--- src/design/hbs_pkg.sv ---
// Height-map bilinear sampler: shared constants, codes and item types.
// No dependencies; every other design file refers to this package by scoped names.
`default_nettype none

package hbs_pkg;

  // Grid and store limits
  localparam int MaxWidth   = 64;
  localparam int MaxDepth   = 64;
  localparam int StoreDepth = 4096;
  localparam int AddrW      = $clog2(StoreDepth);

  // Field widths
  localparam int GridW    = 7;
  localparam int TileW    = 6;
  localparam int TpuW     = 24;
  localparam int HeightW  = 16;
  localparam int PosW     = 32;
  localparam int CfgIdxW  = 3;
  localparam int CfgDataW = 24;

  // Fixed-point: position Q16.16 times scale Q8.16 gives 32 fraction bits
  localparam int FracBits  = 16;
  localparam int ProdFrac  = 32;
  localparam int ProdW     = PosW + TpuW + 1;
  localparam int TileFullW = ProdW - ProdFrac + 1;
  localparam int WeightW   = FracBits + 2;
  localparam int RowW      = HeightW + WeightW;
  localparam int BlendW    = RowW + WeightW;

  // Queue between front and back end
  localparam int QDepth = 4;
  localparam int QPtrW  = $clog2(QDepth);
  localparam int QCntW  = $clog2(QDepth + 1);

  // Number of neighbourhood taps
  localparam int NumTaps = 4;

  typedef enum logic {
    FuncWrite  = 1'b0,
    FuncSample = 1'b1
  } hbs_func_e;

  typedef enum logic [CfgIdxW-1:0] {
    CfgGridWidth    = 3'd0,
    CfgGridDepth    = 3'd1,
    CfgCentreX      = 3'd2,
    CfgCentreZ      = 3'd3,
    CfgTilesPerUnit = 3'd4
  } hbs_cfg_e;

  // Input item
  typedef struct packed {
    hbs_func_e                 func;
    logic [AddrW-1:0]          cell_index;
    logic signed [HeightW-1:0] height_in;
    logic signed [PosW-1:0]    pos_x;
    logic signed [PosW-1:0]    pos_z;
  } hbs_req_t;

  // Result item
  typedef struct packed {
    logic signed [HeightW-1:0] height_out;
    logic                      outside;
  } hbs_res_t;

  // Configuration register set
  typedef struct packed {
    logic [GridW-1:0] grid_width;
    logic [GridW-1:0] grid_depth;
    logic [TileW-1:0] centre_x;
    logic [TileW-1:0] centre_z;
    logic [TpuW-1:0]  tiles_per_unit;
  } hbs_cfg_t;

  // Classified item travelling from front to back end
  typedef struct packed {
    hbs_func_e           func;
    logic                outside;
    logic [AddrW-1:0]    addr;
    logic [GridW-1:0]    width;
    logic [FracBits-1:0] fx;
    logic [FracBits-1:0] fz;
    logic [HeightW-1:0]  data;
  } hbs_qent_t;

  // Queue status seen by the front end
  typedef struct packed {
    logic [QCntW-1:0] count;
  } hbs_qstat_t;

endpackage

`default_nettype wire

--- src/design/hbs_fifo.sv ---
// Short queue of classified items between front and back end.
// Depends on hbs_pkg.
`default_nettype none

module hbs_fifo (
  input  logic                clk_i,
  input  logic                rst_ni,
  input  logic                push_valid_i,
  input  hbs_pkg::hbs_qent_t  push_i,
  input  logic                pop_i,
  output logic                head_valid_o,
  output hbs_pkg::hbs_qent_t  head_o,
  output hbs_pkg::hbs_qstat_t qstat_o
);

  hbs_pkg::hbs_qent_t          ent_q [hbs_pkg::QDepth];
  logic [hbs_pkg::QPtrW-1:0]   wr_ptr_q, rd_ptr_q;
  logic [hbs_pkg::QCntW-1:0]   count_q, count_d;
  logic                        do_pop;

  assign head_valid_o  = (count_q != '0);
  assign head_o        = ent_q[rd_ptr_q];
  assign do_pop        = pop_i && head_valid_o;
  assign qstat_o.count = count_q;

  always_comb begin
    count_d = count_q;
    if (push_valid_i && !do_pop) begin
      count_d = count_q + hbs_pkg::QCntW'(1);
    end else if (!push_valid_i && do_pop) begin
      count_d = count_q - hbs_pkg::QCntW'(1);
    end
  end

  // Pointers and fill count
  always_ff @(posedge clk_i or negedge rst_ni) begin
    if (!rst_ni) begin
      wr_ptr_q <= '0;
      rd_ptr_q <= '0;
      count_q  <= '0;
    end else begin
      count_q <= count_d;
      if (push_valid_i) begin
        wr_ptr_q <= wr_ptr_q + hbs_pkg::QPtrW'(1);
      end
      if (do_pop) begin
        rd_ptr_q <= rd_ptr_q + hbs_pkg::QPtrW'(1);
      end
    end
  end

  // Entry storage
  always_ff @(posedge clk_i) begin
    if (push_valid_i) begin
      ent_q[wr_ptr_q] <= push_i;
    end
  end

endmodule

`default_nettype wire

--- config.mk ---
export PLATFORM = sky130hd
export DESIGN_NAME = hbs_fifo
export DESIGN_NICKNAME = d
export VERILOG_FILES = /design/src/design/hbs_pkg.sv /design/src/design/hbs_fifo.sv
export SDC_FILE = /design/constraint.sdc
export NUM_CORES = 1
export LEC_CHECK = 0
export BUFFER_PORTS_ARGS = -buffer_cell sky130_fd_sc_hd__buf_2
export CAP_MARGIN = 30
export CORE_UTILIZATION = 61
export DETAILED_ROUTE_END_ITERATION = 12
export PLACE_DENSITY = 0.86
export SLEW_MARGIN = 25
export SYNTH_ARGS = -nofsm -noshare
export SYNTH_HDL_FRONTEND = slang
export SYNTH_SLANG_ARGS = --single-unit
--- constraint.sdc ---
create_clock -name clk_i -period 5.36 [get_ports clk_i]
set_input_delay 0.268 -clock clk_i [delete_from_list [all_inputs] [get_ports clk_i]]
set_output_delay 0.268 -clock clk_i [all_outputs]
set_load 0.1 [all_outputs]
* Yosys cells after proc, flatten, opt, wreduce, memory -nomap -nowiden *
Memories as Yosys holds them, arrays and structs flattened.
Cells that the tools add are included.

storage, ports and cells
  register bits = 7
  memory bits (writable) = 276
  input port bits = 73
  output and inout port bits = 73
  logic and storage cells = 19
  memories kept = 1

operators by class
  $add $sub $neg = 4
  muxes and demuxes = 4
  reduce and logical (&&, ||, !) cells = 7

memory list
  memory  words  bits a word  rd ports  clocked after Yosys merged registers in  write ports  line            text
  ent_q   4      69           1         0                                        1            hbs_fifo.sv:16  hbs_pkg::hbs_qent_t ent_q [hbs_pkg::QDepth];

operators by type and width
  operator               count
  $mux W3                2
  $add A2 B1 Y2 const B  2
  $add A3 B1 Y3 const B  1
  $logic_and A1 B1 Y1    3
  $reduce_bool A3 Y1     1
  $sub A3 B1 Y3 const B  1
  $logic_not A1 Y1       2
  $mux W1                2
  $reduce_bool A2 Y1     1

* Logic depth before layout (Yosys ltp) *
  depth after elaboration = 5
  mapped depth = 8
  gate-level depth less buffers = 8

* Least setup slack after synthesis *
OpenSTA, ideal clock, no wires.

  path kind = register -> register
  start point = reg count_q (netlist bit qstat_o[0])
  end point = reg count_q (netlist bit qstat_o[1])
  setup time = 126 ps
  data arrival time = 2973 ps
  required time = 5234 ps
  path slack = 2261 ps
  stages on the path, launching flop included = 7
  path buffers = 0
  period minus slack after synthesis = 3099 ps
  cell sequence = dfrtp_1 or3_1 nand2_1 ha_1 inv_1 fa_1 mux2_2

between the ends
  word-level cells in the longest chain between the ends = 5
  elaborated cells on any way between the ends = 10
  classes of those cells = add/sub: 2; mux: 2; reduce/logical: 6

RTL lines
  element                 line            text
  from (decl)             hbs_fifo.sv:18  logic [hbs_pkg::QCntW-1:0] count_q, count_d;
  from (signal assigned)  hbs_fifo.sv:42  count_q <= count_d;
  $reduce_bool A3 Y1      hbs_fifo.sv:21  assign head_valid_o = (count_q != '0);
  net head_valid_o        hbs_fifo.sv:11  output logic head_valid_o,
  $logic_and A1 B1 Y1     hbs_fifo.sv:23  assign do_pop = pop_i && head_valid_o;
  $logic_not A1 Y1        hbs_fifo.sv:28  if (push_valid_i && !do_pop) begin
  $logic_and A1 B1 Y1     hbs_fifo.sv:28
  $mux W3                 hbs_fifo.sv:28
  net count_d, one bit    hbs_fifo.sv:18

The timed path passes the listed nets, and every way through them passes these cells. The select of a mux whose other input is x is not followed.
A chain may end at the register's enable or synchronous reset.

==> flow_metrics.tcl <==
set metrics [dict create \
    cts_made_buffers 27 \
    final_util_pct 78.0 \
    syn_to_final_growth_pct 24.6 \
    rows 47 \
    synth_xor_area_share_pct 0.504 \
    drive_above_1_share_pct 41.5 \
    fmax_mhz 349 \
    required_ns 5.09 \
    syn_inst 394 \
    clk_pin_slew_worst_paths_ns 0.07 \
    clk_root_buffer_cell "clkbuf_16" \
    status "finished clean" \
    portBuffers 145 \
    muxShareOfSynthArea_pct 15.1 \
    drtAntennaViolNets 0 \
    crit_family "buffers and inverters" \
    cts_tree "done" \
    fin_skew_ns 0.0129 \
    antenna_found_initial 0 \
    grt_setup_unrepaired "no" \
    first_pass_iters 4 \
    fin_crit_ns 2.86 \
    tightest_slew_ns 0.532 \
    arrival_ns 2.60 \
    start_util_pct 62.6 \
    vias_per_cell 5.60 \
    slew_viol_final 0 \
    clock_latency_ns 0.51 \
    yosysWarnings 0 \
    synth_cell_types 20 \
    hp-class "in -> reg" \
    nets 707 \
    fill_cells 838 \
    syn-num-nets 473 \
    drc_errors 0 \
    core_sq_um 16600 \
    path_cells "buf_4 > mux4_2 > buf_2" \
    hpwl_um 10600 \
    drv_cap 0 \
    synth_top_family_by_area "multiplexers" \
    end_kind "output pin" \
    slowest_stage "dfrtp_4" \
    cp-start-kind "flop" \
    cts_buffer_depth 3 \
    htreeDepth 1 \
    grt_pass1_wl_um 29300 \
    wirelength_um 19100 \
    ys_seq_area_share_pct 81.2 \
    clock_sinks 283 \
    maxSlewHeadroom_pct 64.5 \
    vias 4864 \
    synthAdderAreaFrac_pct 0.792 \
    io_pins 146 \
    fp.dieArea_sq_um 17600 \
    dieHeight_um 133 \
    crit_buf_inv 2 \
    path_class "reg -> out" \
    hold_viol_final 0 \
    grt.overflow.total 0 \
    antenna_cells 0 \
    setup_viol 0 \
    syn_area_sq_um 10400 \
    first_iter_violations 344 \
    setup_tns_ns 0 \
    grt_use_total_pct 22.5 \
    grt_pass1_vias 5445 \
    post-cts-setup-buffer-count 0 \
    grt_max_degree 43 \
    wl_per_cell_um 22.0 \
    gp_congestion 0.689 \
    slowest_delay_ns 0.68 \
    synthSimpleGateAreaFrac_pct 0.456 \
    avgSynthCellArea_sq_um 26.4 \
    die_x_um 133 \
    fin_crit_sh_pct 53.4 \
    synth-seq-cells 283 \
    synth_compound_area_share_pct 0.0480 \
    critPathMaxFanout 22 \
]
==> cells by family after synthesis <==
kind of cell / count (synthesis)
AOI/OAI and AO/OA: 1
xor gates and xnor gates: 6
adders and majority gates: 6
buffers and inverters: 19
DFF: 283
muxes: 70
and+or+nand+nor: 9
==> worst paths after layout <==
path | startpoint | to | slack [ns] | cells past startpoint
worst max register to register | qstat_o[0]$_DFFE_PN0P_ | qstat_o[2]$_DFFE_PN0P_ | 3.20 | 8
worst max-delay path | rd_ptr_q[0]$_DFFE_PN0P_ | head_o[38] | 2.50 | 3
min in group asynchronous | rst_ni | qstat_o[2]$_DFFE_PN0P_ | 0.12 | 2
worst min register to register | qstat_o[2]$_DFFE_PN0P_ | qstat_o[2]$_DFFE_PN0P_ | 0.50 | 1
max in group asynchronous | rst_ni | rd_ptr_q[0]$_DFFE_PN0P_ | 5.07 | 2
worst min-delay path | push_i[34] | ent_q[0][34]$_DFFE_PP_ | 0.006 | 1
==> through the flow <==
stage / hold WS, ns / instance area [sq um] / cells / setup slack (ns)
after floorplan: -0.0276 / 10400 / 394 / 2.26
after global placement: 0.102 / 11300 / 744 / 2.49
after detailed placement: 0.104 / 11400 / 750 / 2.99
after CTS: 0.00342 / 13000 / 868 / 2.43
after global routing: 0.00113 / 13000 / 868 / 2.36
final: 0.00566 / 13000 / 868 / 2.50
==> Yosys cell counts, drive strengths merged <==
library cell  instances  area share [%]
and2                  4            0.24
buf                  15             1.8
clkbuf                1           0.036
dfrtp                 7             1.7
edfxtp              276              80
fa                    1            0.19
ha                    5            0.60
inv                   3            0.11
mux2                  1            0.11
mux4                 69              15
nand2                 2           0.072
nand3                 1           0.048
nor2                  1           0.036
o21ai                 1           0.048
or3                   1           0.060
xnor2                 3            0.25
xor2                  3            0.25
==> timing repair <==
| action | 4_1_cts | 5_1_grt |
|---|---|---|
| resized for setup | 0 | 0 |
| hold endpoints to repair | 279 | 0 |
| hold buffers | 69 | 0 |
==> sequential cells by signal (all words and copies together), names as in the netlist <==
signal / flops
wr_ptr_q: 2
ent_q: 276
qstat_o: 3
rd_ptr_q: 2
==> routing by layer <==
metal	global-route usage [%]	up-vias	part of all wire [%]
met5	0	-	0
li1	-	2159	-
met3	4.33	27	5.3
met1	28.3	2506	39
met2	40.7	172	54
met4	5.36	0	1.6
==> area by class of cell <==
| cell class | count | area, sq um | area share [%] |
|---|---|---|---|
| Multi-Input combinational cell | 92 | 1770 | 13.6 |
| Sequential cell | 283 | 8470 | 65.2 |
| Inverter | 3 | 11.3 | 0.0867 |
| Timing Repair Buffer | 221 | 1570 | 12.1 |
| Tap cell | 220 | 275 | 2.12 |
| Clock buffer | 33 | 738 | 5.68 |
| Clock inverter | 16 | 160 | 1.23 |
==> cells in the final DEF (no fill, tap or decap), types with 2 or more instances in the layout <==
cell type and instances:
inv_1 3, clkbuf_8 4, buf_2 145, clkinv_4 2
nand2_1 2, xor2_1 3, clkbuf_16 27, buf_12 3
dfrtp_4 2, clkbuf_1 2, dfrtp_1 5, xnor2_1 3
dlygate4sd3_1 69, clkinv_2 5, clkinv_1 5, bufinv_16 3
mux4_2 68, ha_1 5, and2_4 4, buf_16 3
edfxtp_1 276
Power is not shown: default switching activity piles up to over one toggle a cycle in this logic, so the estimate is an artifact.
